`src/hdl/crc32sc_pkg.sv`:
```
package crc32sc_pkg;

  localparam logic [31:0] CrcPoly    = 32'hEDB88320;
  localparam logic [31:0] CrcInit    = 32'hFFFFFFFF;
  localparam logic [31:0] CrcXorOut  = 32'hFFFFFFFF;
  localparam int unsigned TailBytes  = 4;
  localparam int unsigned CountWidth = 3;

  // Result of one message, as shown on the output channel.
  typedef struct packed {
    logic [31:0] crc_value;
    logic        match;
    logic        too_short;
  } result_t;

  // Advance a reflected CRC-32 by one byte, least significant bit first.
  function automatic logic [31:0] crc_byte(input logic [31:0] crc, input logic [7:0] data);
    logic [31:0] x;
    x = {24'h000000, crc[7:0] ^ data};
    for (int k = 0; k < 8; k++) begin
      x = x[0] ? ((x >> 1) ^ CrcPoly) : (x >> 1);
    end
    return x ^ (crc >> 8);
  endfunction

endpackage

```
`src/hdl/crc32sc_core.sv`:
```
module crc32sc_core (
  input  logic                   clk_i,
  input  logic                   rst_ni,
  input  logic                   cfg_we_i,
  input  logic                   cfg_wdata_i,
  input  logic                   step_i,
  input  logic [7:0]             data_byte_i,
  input  logic                   last_byte_i,
  output crc32sc_pkg::result_t   res_o
);

  logic                                verify_q;
  logic [31:0]                         crc_q, crc_d;
  logic [31:0]                         tail_q, tail_d;
  logic [crc32sc_pkg::CountWidth-1:0]  cnt_q, cnt_d;
  logic                                full;
  logic [31:0]                         crc_out;

  assign full = (cnt_q >= crc32sc_pkg::CountWidth'(crc32sc_pkg::TailBytes));

  always_comb begin
    crc_d  = crc_q;
    tail_d = tail_q;
    cnt_d  = cnt_q;
    if (!verify_q) begin
      crc_d = crc32sc_pkg::crc_byte(crc_q, data_byte_i);
    end else begin
      // bytes leaving the window are body bytes
      if (full) begin
        crc_d = crc32sc_pkg::crc_byte(crc_q, tail_q[7:0]);
      end else begin
        cnt_d = cnt_q + 1'b1;
      end
      tail_d = {data_byte_i, tail_q[31:8]};
    end
  end

  assign crc_out = crc_d ^ crc32sc_pkg::CrcXorOut;

  always_comb begin
    res_o.crc_value = crc_out;
    res_o.match     = 1'b0;
    res_o.too_short = 1'b0;
    if (verify_q) begin
      if (cnt_d < crc32sc_pkg::CountWidth'(crc32sc_pkg::TailBytes)) begin
        res_o.too_short = 1'b1;
      end else begin
        res_o.match = (tail_d == crc_out);
      end
    end
  end

  always_ff @(posedge clk_i or negedge rst_ni) begin
    if (!rst_ni) begin
      verify_q <= 1'b0;
      crc_q    <= crc32sc_pkg::CrcInit;
      tail_q   <= '0;
      cnt_q    <= '0;
    end else if (cfg_we_i) begin
      // mode change abandons any message in progress
      verify_q <= cfg_wdata_i;
      crc_q    <= crc32sc_pkg::CrcInit;
      tail_q   <= '0;
      cnt_q    <= '0;
    end else if (step_i) begin
      if (last_byte_i) begin
        crc_q  <= crc32sc_pkg::CrcInit;
        tail_q <= '0;
        cnt_q  <= '0;
      end else begin
        crc_q  <= crc_d;
        tail_q <= tail_d;
        cnt_q  <= cnt_d;
      end
    end
  end

endmodule

```
`src/hdl/crc32_stream_check_top.sv`:
```
// Streaming CRC-32 check (reflected, polynomial EDB88320, init and final XOR all ones).
// Input channel: one message byte per beat on data_byte_i, last_byte_i marking the
//   final byte, with in_valid_i / in_ready_o.
// Output channel: one beat per message, on its final byte: crc_value_o, match_o and
//   too_short_o, with out_valid_o / out_ready_i.
// Configuration: cfg_we_i writes cfg_wdata_i into the verify mode bit (0 compute,
//   1 verify the trailing four stored checksum bytes, least significant first);
//   every write also clears the message state. Write only while the block is idle.
// Result path: a last byte accepted into the input register passes through the CRC
//   byte step into the result register, which drives out_valid_o; while an earlier
//   result beat is still held there, the last byte waits in the input register.
// Throughput: one byte per cycle while no last byte waits on a held result beat, set by
//   the single byte-wide CRC update between the input register and the state registers.
// Reset: asynchronous, active low; compute mode, CRC all ones, window and count empty,
//   both channels empty.
// Stall: while a result beat waits, body bytes keep flowing; a last byte held in the
//   input register waits for the result register to free, and in_ready_o stays low
//   meanwhile.
module crc32_stream_check_top (
  input  logic        clk_i,
  input  logic        rst_ni,
  input  logic        cfg_we_i,
  input  logic        cfg_wdata_i,
  input  logic        in_valid_i,
  output logic        in_ready_o,
  input  logic [7:0]  data_byte_i,
  input  logic        last_byte_i,
  output logic        out_valid_o,
  input  logic        out_ready_i,
  output logic [31:0] crc_value_o,
  output logic        match_o,
  output logic        too_short_o
);

  logic                  s1_valid_q;
  logic [7:0]            s1_byte_q;
  logic                  s1_last_q;
  logic                  out_free;
  logic                  s1_go;
  logic                  out_valid_q;
  crc32sc_pkg::result_t  res;
  crc32sc_pkg::result_t  out_q;

  // Advance the held byte unless it is a last byte with nowhere to put its result.
  assign out_free   = !out_valid_q || out_ready_i;
  assign s1_go      = s1_valid_q && (!s1_last_q || out_free);
  assign in_ready_o = !s1_valid_q || s1_go;

  crc32sc_core u_core (
    .clk_i       (clk_i),
    .rst_ni      (rst_ni),
    .cfg_we_i    (cfg_we_i),
    .cfg_wdata_i (cfg_wdata_i),
    .step_i      (s1_go),
    .data_byte_i (s1_byte_q),
    .last_byte_i (s1_last_q),
    .res_o       (res)
  );

  // Input register: control
  always_ff @(posedge clk_i or negedge rst_ni) begin
    if (!rst_ni) begin
      s1_valid_q <= 1'b0;
    end else if (in_ready_o) begin
      s1_valid_q <= in_valid_i;
    end
  end

  // Input register: payload
  always_ff @(posedge clk_i) begin
    if (in_valid_i && in_ready_o) begin
      s1_byte_q <= data_byte_i;
      s1_last_q <= last_byte_i;
    end
  end

  // Result register: load on a stepped last byte, drop once taken
  always_ff @(posedge clk_i or negedge rst_ni) begin
    if (!rst_ni) begin
      out_valid_q <= 1'b0;
    end else if (s1_go && s1_last_q) begin
      out_valid_q <= 1'b1;
    end else if (out_ready_i) begin
      out_valid_q <= 1'b0;
    end
  end

  always_ff @(posedge clk_i) begin
    if (s1_go && s1_last_q) begin
      out_q <= res;
    end
  end

  assign out_valid_o = out_valid_q;
  assign crc_value_o = out_q.crc_value;
  assign match_o     = out_q.match;
  assign too_short_o = out_q.too_short;

endmodule

```
`config.mk`:
```
export PLATFORM = sky130hd
export DESIGN_NAME = crc32_stream_check_top
export DESIGN_NICKNAME = d
export VERILOG_FILES = /design/src/hdl/crc32sc_pkg.sv /design/src/hdl/crc32sc_core.sv /design/src/hdl/crc32_stream_check_top.sv
export SDC_FILE = /design/constraint.sdc
export NUM_CORES = 1
export LEC_CHECK = 0
export BUFFER_PORTS_ARGS = -buffer_cell sky130_fd_sc_hd__buf_2
export CAP_MARGIN = 25
export CORE_ASPECT_RATIO = 1.4
export CORE_UTILIZATION = 34
export CTS_CLUSTER_SIZE = 40
export DETAILED_ROUTE_END_ITERATION = 16
export PLACE_DENSITY = 0.52
export RECOVER_POWER = 25
export SETUP_SLACK_MARGIN = 0.15
export SLEW_MARGIN = 20
export SYNTH_ARGS = -nofsm -noshare
export SYNTH_HDL_FRONTEND = slang
export SYNTH_SLANG_ARGS = --single-unit
```
`constraint.sdc`:
```
create_clock -name clk_i -period 3.9 [get_ports clk_i]
set_clock_uncertainty 0.2 [all_clocks]
set_input_delay 0.195 -clock clk_i [delete_from_list [all_inputs] [get_ports clk_i]]
set_output_delay 0.195 -clock clk_i [all_outputs]
set_load 0.02 [all_outputs]
```
==> results of run 1 <==
[worst max-delay path, stage by stage, from the launching register on]
cell and delay (ps):
dfrtp_1 430, xnor2_2 800, xnor3_1 600, xnor2_1 320, xnor2_1 170, a32o_1 230, nor4_1 320, nand4_1 180
nor4_2 290
[cell usage after synthesis (all sizes together), types with 3 or more instances]
library cell	count
a21o	3
nand4	6
nor3	7
mux2	8
dfstp	32
a32o	4
buf	13
nor2	72
a221oi	3
nand2	31
nor4	4
mux2i	16
a211oi	3
o21ai	21
edfxtp	43
xnor3	28
nor2b	5
and2	4
nand2b	4
clkbuf	31
o211ai	3
a22o	32
or3	5
a32oi	3
inv	13
xor2	33
a21oi	57
dfrtp	38
nand3	10
xor3	4
o22ai	3
nor3b	3
xnor2	110
[state kept, by name, indices dropped and copies added (netlist names)]
signal,cells
too_short_o,1
out_valid_o,1
s1_last_q,1
crc_value_o,32
s1_byte_q,8
s1_valid_q,1
u_core.verify_q,1
u_core.tail_q,32
u_core.cnt_q,3
u_core.crc_q,32
match_o,1
[per-layer routing]
metal | share of wire [%] | wire (um) | vias to the layer above | track usage [%]
met5 | 0 | 0 | - | 0
met4 | 4.5 | 1100 | 0 | 12.7
met3 | 4.8 | 1190 | 44 | 3.12
met2 | 50 | 12400 | 214 | 38.7
met1 | 40 | 9910 | 2826 | 27.7
li1 | - | - | 2593 | -
[worst paths after layout]
path	endpoint	slack, ps
setup reg to reg	match_o	190
setup / recovery	match_o	190
min in group clk_i	s1_last_q	280
max in group asynchronous	u_core.verify_q	1040
hold reg to reg	u_core.crc_q[12]	330
hold / removal	u_core.tail_q[15]	100
[cell usage in the layout (no fill, tap or decap), types with 5 or more instances in the layout]
cell type      synthesis  layout
xnor2_2               10      10
clkbuf_1              31       5
nand4_1                6       6
dlygate4sd3_1          0      17
clkinvlp_4             0       6
xnor3_1               27      27
a22o_1                31      31
buf_2                  4      48
xnor2_1               98      98
nand3_1               10      10
xor2_1                30      30
nor2_1                72      70
nor2b_1                5       5
mux2_2                 8       8
dfrtp_1               38      37
inv_1                 13      13
buf_4                  1      27
nand2_1               31      31
a21oi_1               57      57
edfxtp_1              43      43
nor3_1                 7       7
dfstp_2               32      32
clkbuf_16              0      18
o21ai_0               19      19
or3_1                  5       5
mux2i_1               16      16
[final cells by class]
class	instances	area (um^2)
inverter	14	52.6
sequential	113	3080
timing repair buffer	97	648
multi-input combinational	517	4240
clock buffer	19	454
tap	297	372
fill	2141	12800
clock inverter	13	135
[cell families (layout without fill, tap and decap cells)]
logic type | count (synthesis) | count (layout)
xor+xnor | 175 | 175
simple gates | 159 | 159
compound gates | 157 | 157
fa+ha+maj | 2 | 2
flops | 113 | 113
mux | 24 | 24
buf+inv | 58 | 143
[power groups by stage]
stage	logic, W	registers, W	clock network (W)
floorplan	0.00118	0.00152	0
global placement	0.00173	0.00151	0
detailed placement	0.00173	0.00152	0
CTS	0.00175	0.00150	0.00159
global route	0.00186	0.00151	0.00164
finish	0.00175	0.00150	0.00155
[metrics by stage]
step,std cells,hold WS [ps],instance area (um^2)
after CTS,1069,254,8990
final,1070,97.4,8980
after global placement,1019,173,8210
after global routing,1070,154,8980
after detailed placement,1020,173,8230
after floorplan,688,-301,7530
==> results.sh, run 1 <==
export IMPL_design_core_area_um2=21800
export IMPL_rows=64
export IMPL_post_cts_setup_buffers=0
export IMPL_cts_resized_gates=0
export IMPL_hp_class="primary input to async pin"
export IMPL_vias=5677
export IMPL_hold_viol=0
export IMPL_drive_above_1_share_pct=22.6
export IMPL_ys_flop_type="edfxtp_1"
export IMPL_die_w_um=128
export IMPL_cts_tree="built"
export IMPL_drtIter0Drc=567
export IMPL_dieArea_um2=22800
export IMPL_syn_area_um2=7530
export IMPL_yosys_top_cells_area="edfxtp_1 (17%), dfrtp_1 (13%), xnor2_1 (11%)"
export IMPL_max_slew_margin_pct=-29.4
export IMPL_synth_enable_flop_cells=43
export IMPL_worst_ep_arrival_time_ps=3770
export IMPL_rsz0062_at_grt="no"
export IMPL_fp_dieH_um=178
export IMPL_cts_sinks=113
export IMPL_max_cap_violations=2
export IMPL_synth_top_family_by_area="XOR/XNOR gates"
export IMPL_initial_core_util_pct=34.6
export IMPL_drc=0
export IMPL_postCtsHoldBufs=17
export IMPL_status="finished with violations"
export IMPL_diodes=0
export IMPL_tns_ps=0
export IMPL_violations="max-capacitance violations, max-slew violations"
export IMPL_routedWlPerCell_um=23.0
export IMPL_fmax_mhz=270
export IMPL_worstMarginPinSlew_ps=1940
export IMPL_setup_viol=0
export IMPL_htreeDepth=4
export IMPL_clk_pin_slew_ps=60
export IMPL_critPathLaunch="u_core.tail_q[1]"
export IMPL_crit_type="flop to flop"
export IMPL_gr_total_overflow=0
export IMPL_cts_root_buf="clkbuf_16"
export IMPL_slew_viol_final=64
export IMPL_combPwrFrac_pct=36.5
export IMPL_io_pins=51
export IMPL_dp_hpwl_um=18600
export IMPL_clock_latency_ps=430
export IMPL_peakVddDrop_mv=0.302
export IMPL_p_seq_share_pct=31.2
export IMPL_cts_buffers=17
export IMPL_yosys_area_share_simple_pct=9.80
export IMPL_final_setup_worst_slack_ps=192
export IMPL_ys_types=69
export IMPL_synth_top_area_share_pct=17.1
export IMPL_syn_nets=705
export IMPL_track_usage_pct=22.8
export IMPL_clockBufferDepth=2
export IMPL_final_util_pct=41.2
export IMPL_total_leakage_power_nw=3.56
export IMPL_p_sw_w=0.00167
export IMPL_antenna_found_initial=0
export IMPL_fin_nets=777
export IMPL_antenna_left=0
export IMPL_min_period_over_period_pct=95.1
export IMPL_p_clk_share_pct=32.3
export IMPL_worstReg2RegStart="u_core.tail_q[1]"
export IMPL_area_growth_pct=19.3
export IMPL_p_per_area_nw_per_um2=534
export IMPL_port_buffers=50
export IMPL_yosysSeqAreaShare_pct=40.9
export IMPL_postRouteWirelength_um=24600
export IMPL_synth_xor_xnor_area_share_pct=28.4
export IMPL_synthMuxAreaShare_pct=3.32
export IMPL_synthArstFlopShare_pct=61.9
export IMPL_grt_pass1_wl_um=36800
export IMPL_pre_cts_slack_ps=272
export IMPL_yosys_warnings=0
export IMPL_yosysTopAreaCell="edfxtp_1"
export IMPL_gp_congestion=1.04
export IMPL_start_kind="flop"
export IMPL_yosys_area_share_adder_pct=0.332
export IMPL_syn_area_per_cell_um2=10.9
export IMPL_switching_share_pct=34.8
export IMPL_p_total_w=0.00479
export IMPL_crit_required_ps=3960
export IMPL_grt_max_degree=71
export IMPL_reg2reg_depth=8
export IMPL_worstSetupEndpointType="flop"
export IMPL_syn_inst=688
export IMPL_path_max_fanout=8
export IMPL_grt_pass1_vias=5684
export IMPL_synth_compound_area_share_pct=14.2
export IMPL_p_int_w=0.00313
export IMPL_finalCriticalPeriod_ps=3710
export IMPL_synth_ff_latch_count=113
export IMPL_drtPass1Iterations=7
export IMPL_routed_via_density=5.31
Note: power is estimated with default switching activity, not from simulation.
==> run 2: changes to the inputs <==
- CORE_UTILIZATION: 34 -> 55
- PLACE_DENSITY: 0.52 -> 0.76
- SKIP_CTS_REPAIR_TIMING: not set -> 1
==> results.sh, run 2 (synthesis gave the netlist of run 1 again) <==
export IMPL_crit_required_ps=3970
export IMPL_clock_latency_ps=440
export IMPL_worst_ep_arrival_time_ps=3680
export IMPL_max_slew_margin_pct=-21.5
export IMPL_dp_hpwl_um=17700
export IMPL_violations="max-capacitance violations, max-slew violations"
export IMPL_cp_endpoint="match_o"
export IMPL_min_period_over_period_pct=92.6
export IMPL_gp_congestion=1.02
export IMPL_setup_viol=0
export IMPL_worstMarginPinSlew_ps=1820
export IMPL_area_growth_pct=17.1
export IMPL_hold_viol=0
export IMPL_drc=0
export IMPL_seq_area_um2=3080
export IMPL_antenna_left=0
export IMPL_crit_type="flop to flop"
export IMPL_holdWs_ps=270
export IMPL_reg2reg_depth=8
export IMPL_routedWlPerCell_um=25.3
export IMPL_start_kind="flop"
export IMPL_final_setup_worst_slack_ps=287
export IMPL_mostFrequentLayoutCells="xnor2_1 (98), nor2_1 (70), a21oi_1 (57)"
export IMPL_track_usage_pct=36.4
export IMPL_clk_pin_slew_ps=60
export IMPL_grt_pass1_vias=6038
export IMPL_design_core_area_um2=13400
export IMPL_fp_dieH_um=140
export IMPL_tns_ps=0
export IMPL_cts_root_buf="clkbuf_16"
export IMPL_critPathLaunch="u_core.crc_q[0]"
export IMPL_antenna_found_initial=0
export IMPL_io_pins=51
export IMPL_peakVddDrop_mv=0.313
export IMPL_die_w_um=101
export IMPL_rows=50
export IMPL_initial_core_util_pct=56.3
export IMPL_cts_tree="built"
export IMPL_drtPass1Iterations=5
export IMPL_slew_viol_final=34
export IMPL_pre_cts_slack_ps=411
export IMPL_clockBufferDepth=2
export IMPL_status="finished with violations"
export IMPL_drtIter0Drc=437
export IMPL_grt_pass1_wl_um=36600
export IMPL_fin_nets=778
export IMPL_drive_above_1_share_pct=20.2
export IMPL_multi_input_comb_area_um2=4240
export IMPL_postRouteWirelength_um=24200
export IMPL_hp_class="primary input to flop"
export IMPL_vias=6011
export IMPL_rrSetupSlack_ps=290
export IMPL_regToRegEndpoint="match_o"
export IMPL_diodes=0
export IMPL_max_cap_violations=1
export IMPL_worstSetupEndpointType="flop"
export IMPL_fmax_mhz=277
export IMPL_finalCriticalPeriod_ps=3610
export IMPL_path_max_fanout=6
export IMPL_total_leakage_power_nw=3.50
export IMPL_grt_max_degree=46
export IMPL_final_common_cell="xnor2_1"
export IMPL_cts_buffers=17
export IMPL_worstReg2RegStart="u_core.crc_q[0]"
export IMPL_dieArea_um2=14200
export IMPL_rsz0062_at_grt="no"
export IMPL_cts_sinks=113
export IMPL_final_util_pct=65.9
export IMPL_fill_cells=1089
export IMPL_p_per_area_nw_per_um2=547
export IMPL_routed_via_density=6.29
export IMPL_gr_total_overflow=0
export IMPL_port_buffers=50
export IMPL_htreeDepth=4
[run 2: cell types whose count changed in the layout (fill, tap and decap cells not counted), sizes merged]
cell and delta:
clkinvlp -1, buf -19, clkbuf +20, inv +2, dlygate4sd3 -2, clkinv +1
[run 2: layout make-up]
type | count | area share, %
clock inverter | 15 | 1.82
sequential | 113 | 35.0
tap | 182 | 2.58
inverter | 14 | 0.596
clock buffer | 17 | 4.82
timing repair buffer | 98 | 7.17
multi-input combinational | 517 | 48.0
[run 2: critical path, stage by stage, from the launching register on]
cell,delay (ps)
dfstp_2,610
xor2_2,450
xnor3_1,580
xnor2_1,360
xnor2_1,180
a32o_1,250
nor4_1,360
nand4_1,170
nor4_2,280
[run 2: report_power, final]
| part | total [W] | internal, W | switching [W] |
|---|---|---|---|
| clock | 0.00156 | 0.000942 | 0.000617 |
| sequential | 0.00150 | 0.00139 | 0.000107 |
| combinational | 0.00177 | 0.000776 | 0.000995 |
| total | 0.00483 | 0.00311 | 0.00172 |
[run 2: worst min path at each step]
stage,from,end,cells past startpoint
2_1_floorplan,rst_ni,out_valid_o,0
3_3_place_gp,rst_ni,u_core.tail_q[13],1
3_5_place_dp,rst_ni,u_core.tail_q[13],1
4_1_cts,rst_ni,u_core.tail_q[13],1
5_1_grt,data_byte_i[4],s1_byte_q[4],2
6_report,data_byte_i[4],s1_byte_q[4],2
[run 2: through the flow]
step	cells	cell area (um^2)	total power, W
floorplan	688	7530	0.00269
global placement	907	8080	0.00322
detailed placement	909	8120	0.00324
CTS	941	8700	0.00479
global route	956	8820	0.00499
finish	956	8820	0.00483
[run 2: layer usage]
| metal | part of all wire [%] | track usage, % | vias to the layer above |
|---|---|---|---|
| met2 | 48 | 57.4 | 327 |
| met5 | 0 | 0 | - |
| met3 | 6.7 | 8.13 | 88 |
| met4 | 6.0 | 21.4 | 0 |
| li1 | - | - | 2604 |
| met1 | 39 | 45.5 | 2992 |
==> run 3: changes to the inputs <==
- PLACE_DENSITY: 0.76 -> not set
- PLACE_DENSITY_LB_ADDON: not set -> 0.05
==> results.sh, run 3 (synthesis gave the netlist of run 1 again) <==
export IMPL_fin_nets=778
export IMPL_htreeDepth=4
export IMPL_seq_area_um2=3090
export IMPL_gr_total_overflow=0
export IMPL_path_max_fanout=6
export IMPL_hold_viol=0
export IMPL_fp_dieH_um=140
export IMPL_p_total_w=0.00494
export IMPL_clk_pin_slew_ps=50
export IMPL_cts_tree="built"
export IMPL_clock_latency_ps=420
export IMPL_min_period_over_period_pct=93.3
export IMPL_finalCriticalPeriod_ps=3640
export IMPL_grt_pass1_vias=5701
export IMPL_hp_class="primary input to flop"
export IMPL_cp_endpoint="match_o"
export IMPL_critPathLaunch="u_core.tail_q[7]"
export IMPL_clockBufferDepth=2
export IMPL_crit_required_ps=3950
export IMPL_gp_congestion=0.975
export IMPL_area_growth_pct=18.0
export IMPL_cts_buffers=17
export IMPL_regToRegEndpoint="match_o"
export IMPL_postRouteWirelength_um=24300
export IMPL_worstReg2RegStart="u_core.tail_q[7]"
export IMPL_cts_root_buf="clkbuf_16"
export IMPL_rows=50
export IMPL_rsz0062_at_grt="no"
export IMPL_max_slew_margin_pct=3.72
export IMPL_p_per_area_nw_per_um2=556
export IMPL_final_common_cell="xnor2_1"
export IMPL_antenna_found_initial=0
export IMPL_antenna_left=0
export IMPL_setup_viol=0
export IMPL_dp_hpwl_um=17900
export IMPL_slew_viol_final=0
export IMPL_drtPass1Iterations=6
export IMPL_slowest_delay_ps=640
export IMPL_routedWlPerCell_um=25.4
export IMPL_port_buffers=50
export IMPL_vias=5833
export IMPL_cp_slowest_cell="xnor2_2"
export IMPL_status="finished, final reports clean"
export IMPL_worst_ep_arrival_time_ps=3690
export IMPL_grt_max_degree=47
export IMPL_total_leakage_power_nw=3.52
export IMPL_drtIter0Drc=469
export IMPL_grt_pass1_wl_um=36200
export IMPL_diodes=0
export IMPL_routed_via_density=6.10
export IMPL_peakVddDrop_mv=0.354
export IMPL_design_core_area_um2=13400
export IMPL_worstMarginPinSlew_ps=1440
export IMPL_fmax_mhz=275
export IMPL_reg2reg_depth=9
export IMPL_crit_chain="xnor2_2, buf_4, xor2_1, xnor3_1, a21oi_1, nor2_1, o32ai_1, nand4_1, nor4_2"
export IMPL_dieArea_um2=14200
export IMPL_io_pins=51
export IMPL_multi_input_comb_area_um2=4250
export IMPL_mostFrequentLayoutCells="xnor2_1 (98), nor2_1 (70), a21oi_1 (57)"
export IMPL_tns_ps=0
export IMPL_rrSetupSlack_ps=260
export IMPL_drc=0
export IMPL_drive_above_1_share_pct=18.9
export IMPL_start_kind="flop"
export IMPL_initial_core_util_pct=56.3
export IMPL_die_w_um=101
export IMPL_worstSetupEndpointType="flop"
export IMPL_fill_cells=1073
export IMPL_max_cap_violations=0
export IMPL_cts_sinks=113
export IMPL_track_usage_pct=36.3
export IMPL_crit_type="flop to flop"
==> run 3: cell type report <==
class	instances	share of cell area [%]
Multi-Input combinational cell	517	47.8
Sequential cell	113	34.7
Timing Repair Buffer	98	7.10
Clock buffer	24	5.55
Tap cell	182	2.56
Clock inverter	8	1.68
Inverter	14	0.591
==> run 3: critical path, delay by kind of cell (launching register included) <==
| kind | cells | cell delay, ps |
|---|---|---|
| compound gates | 2 | 730 |
| xor+xnor | 3 | 1400 |
| buf+inv | 1 | 230 |
| flops | 1 | 450 |
| simple gates | 3 | 480 |
==> run 3: worst min-delay path by stage <==
stage,start,cells past startpoint,slack (ps),to
floorplan,rst_ni,0,-300,out_valid_o
global placement,rst_ni,1,30,u_core.tail_q[31]
detailed placement,rst_ni,1,40,u_core.tail_q[31]
CTS,rst_ni,1,-400,u_core.tail_q[31]
global route,data_byte_i[7],2,290,s1_byte_q[7]
finish,data_byte_i[2],2,280,s1_byte_q[2]
==> run 3: stage by stage <==
stage               cells  hold WS, ps  setup WS, ps  instance area [um^2]  util (%)
floorplan             688         -301           859                  7530         -
global placement      907         25.6           237                  8090      60.4
detailed placement    908         40.1           327                  8120      60.7
CTS                   940         -398           297                  8770      65.5
global route          956          286           151                  8890      66.4
finish                956          285           261                  8890      66.4
==> run 3: power breakdown <==
part	internal, W	switching (W)
combinational	0.000762	0.000988
sequential	0.00139	0.000109
clock	0.00114	0.000551
==> run 3: layer usage <==
layer / part of all wire (%) / vias up / GRT usage (%)
met4: 4.7 / 0 / 20.1
li1: - / 2594 / -
met3: 7.0 / 63 / 4.74
met5: 0 / - / 0
met2: 49 / 311 / 58.5
met1: 40 / 2865 / 47.2
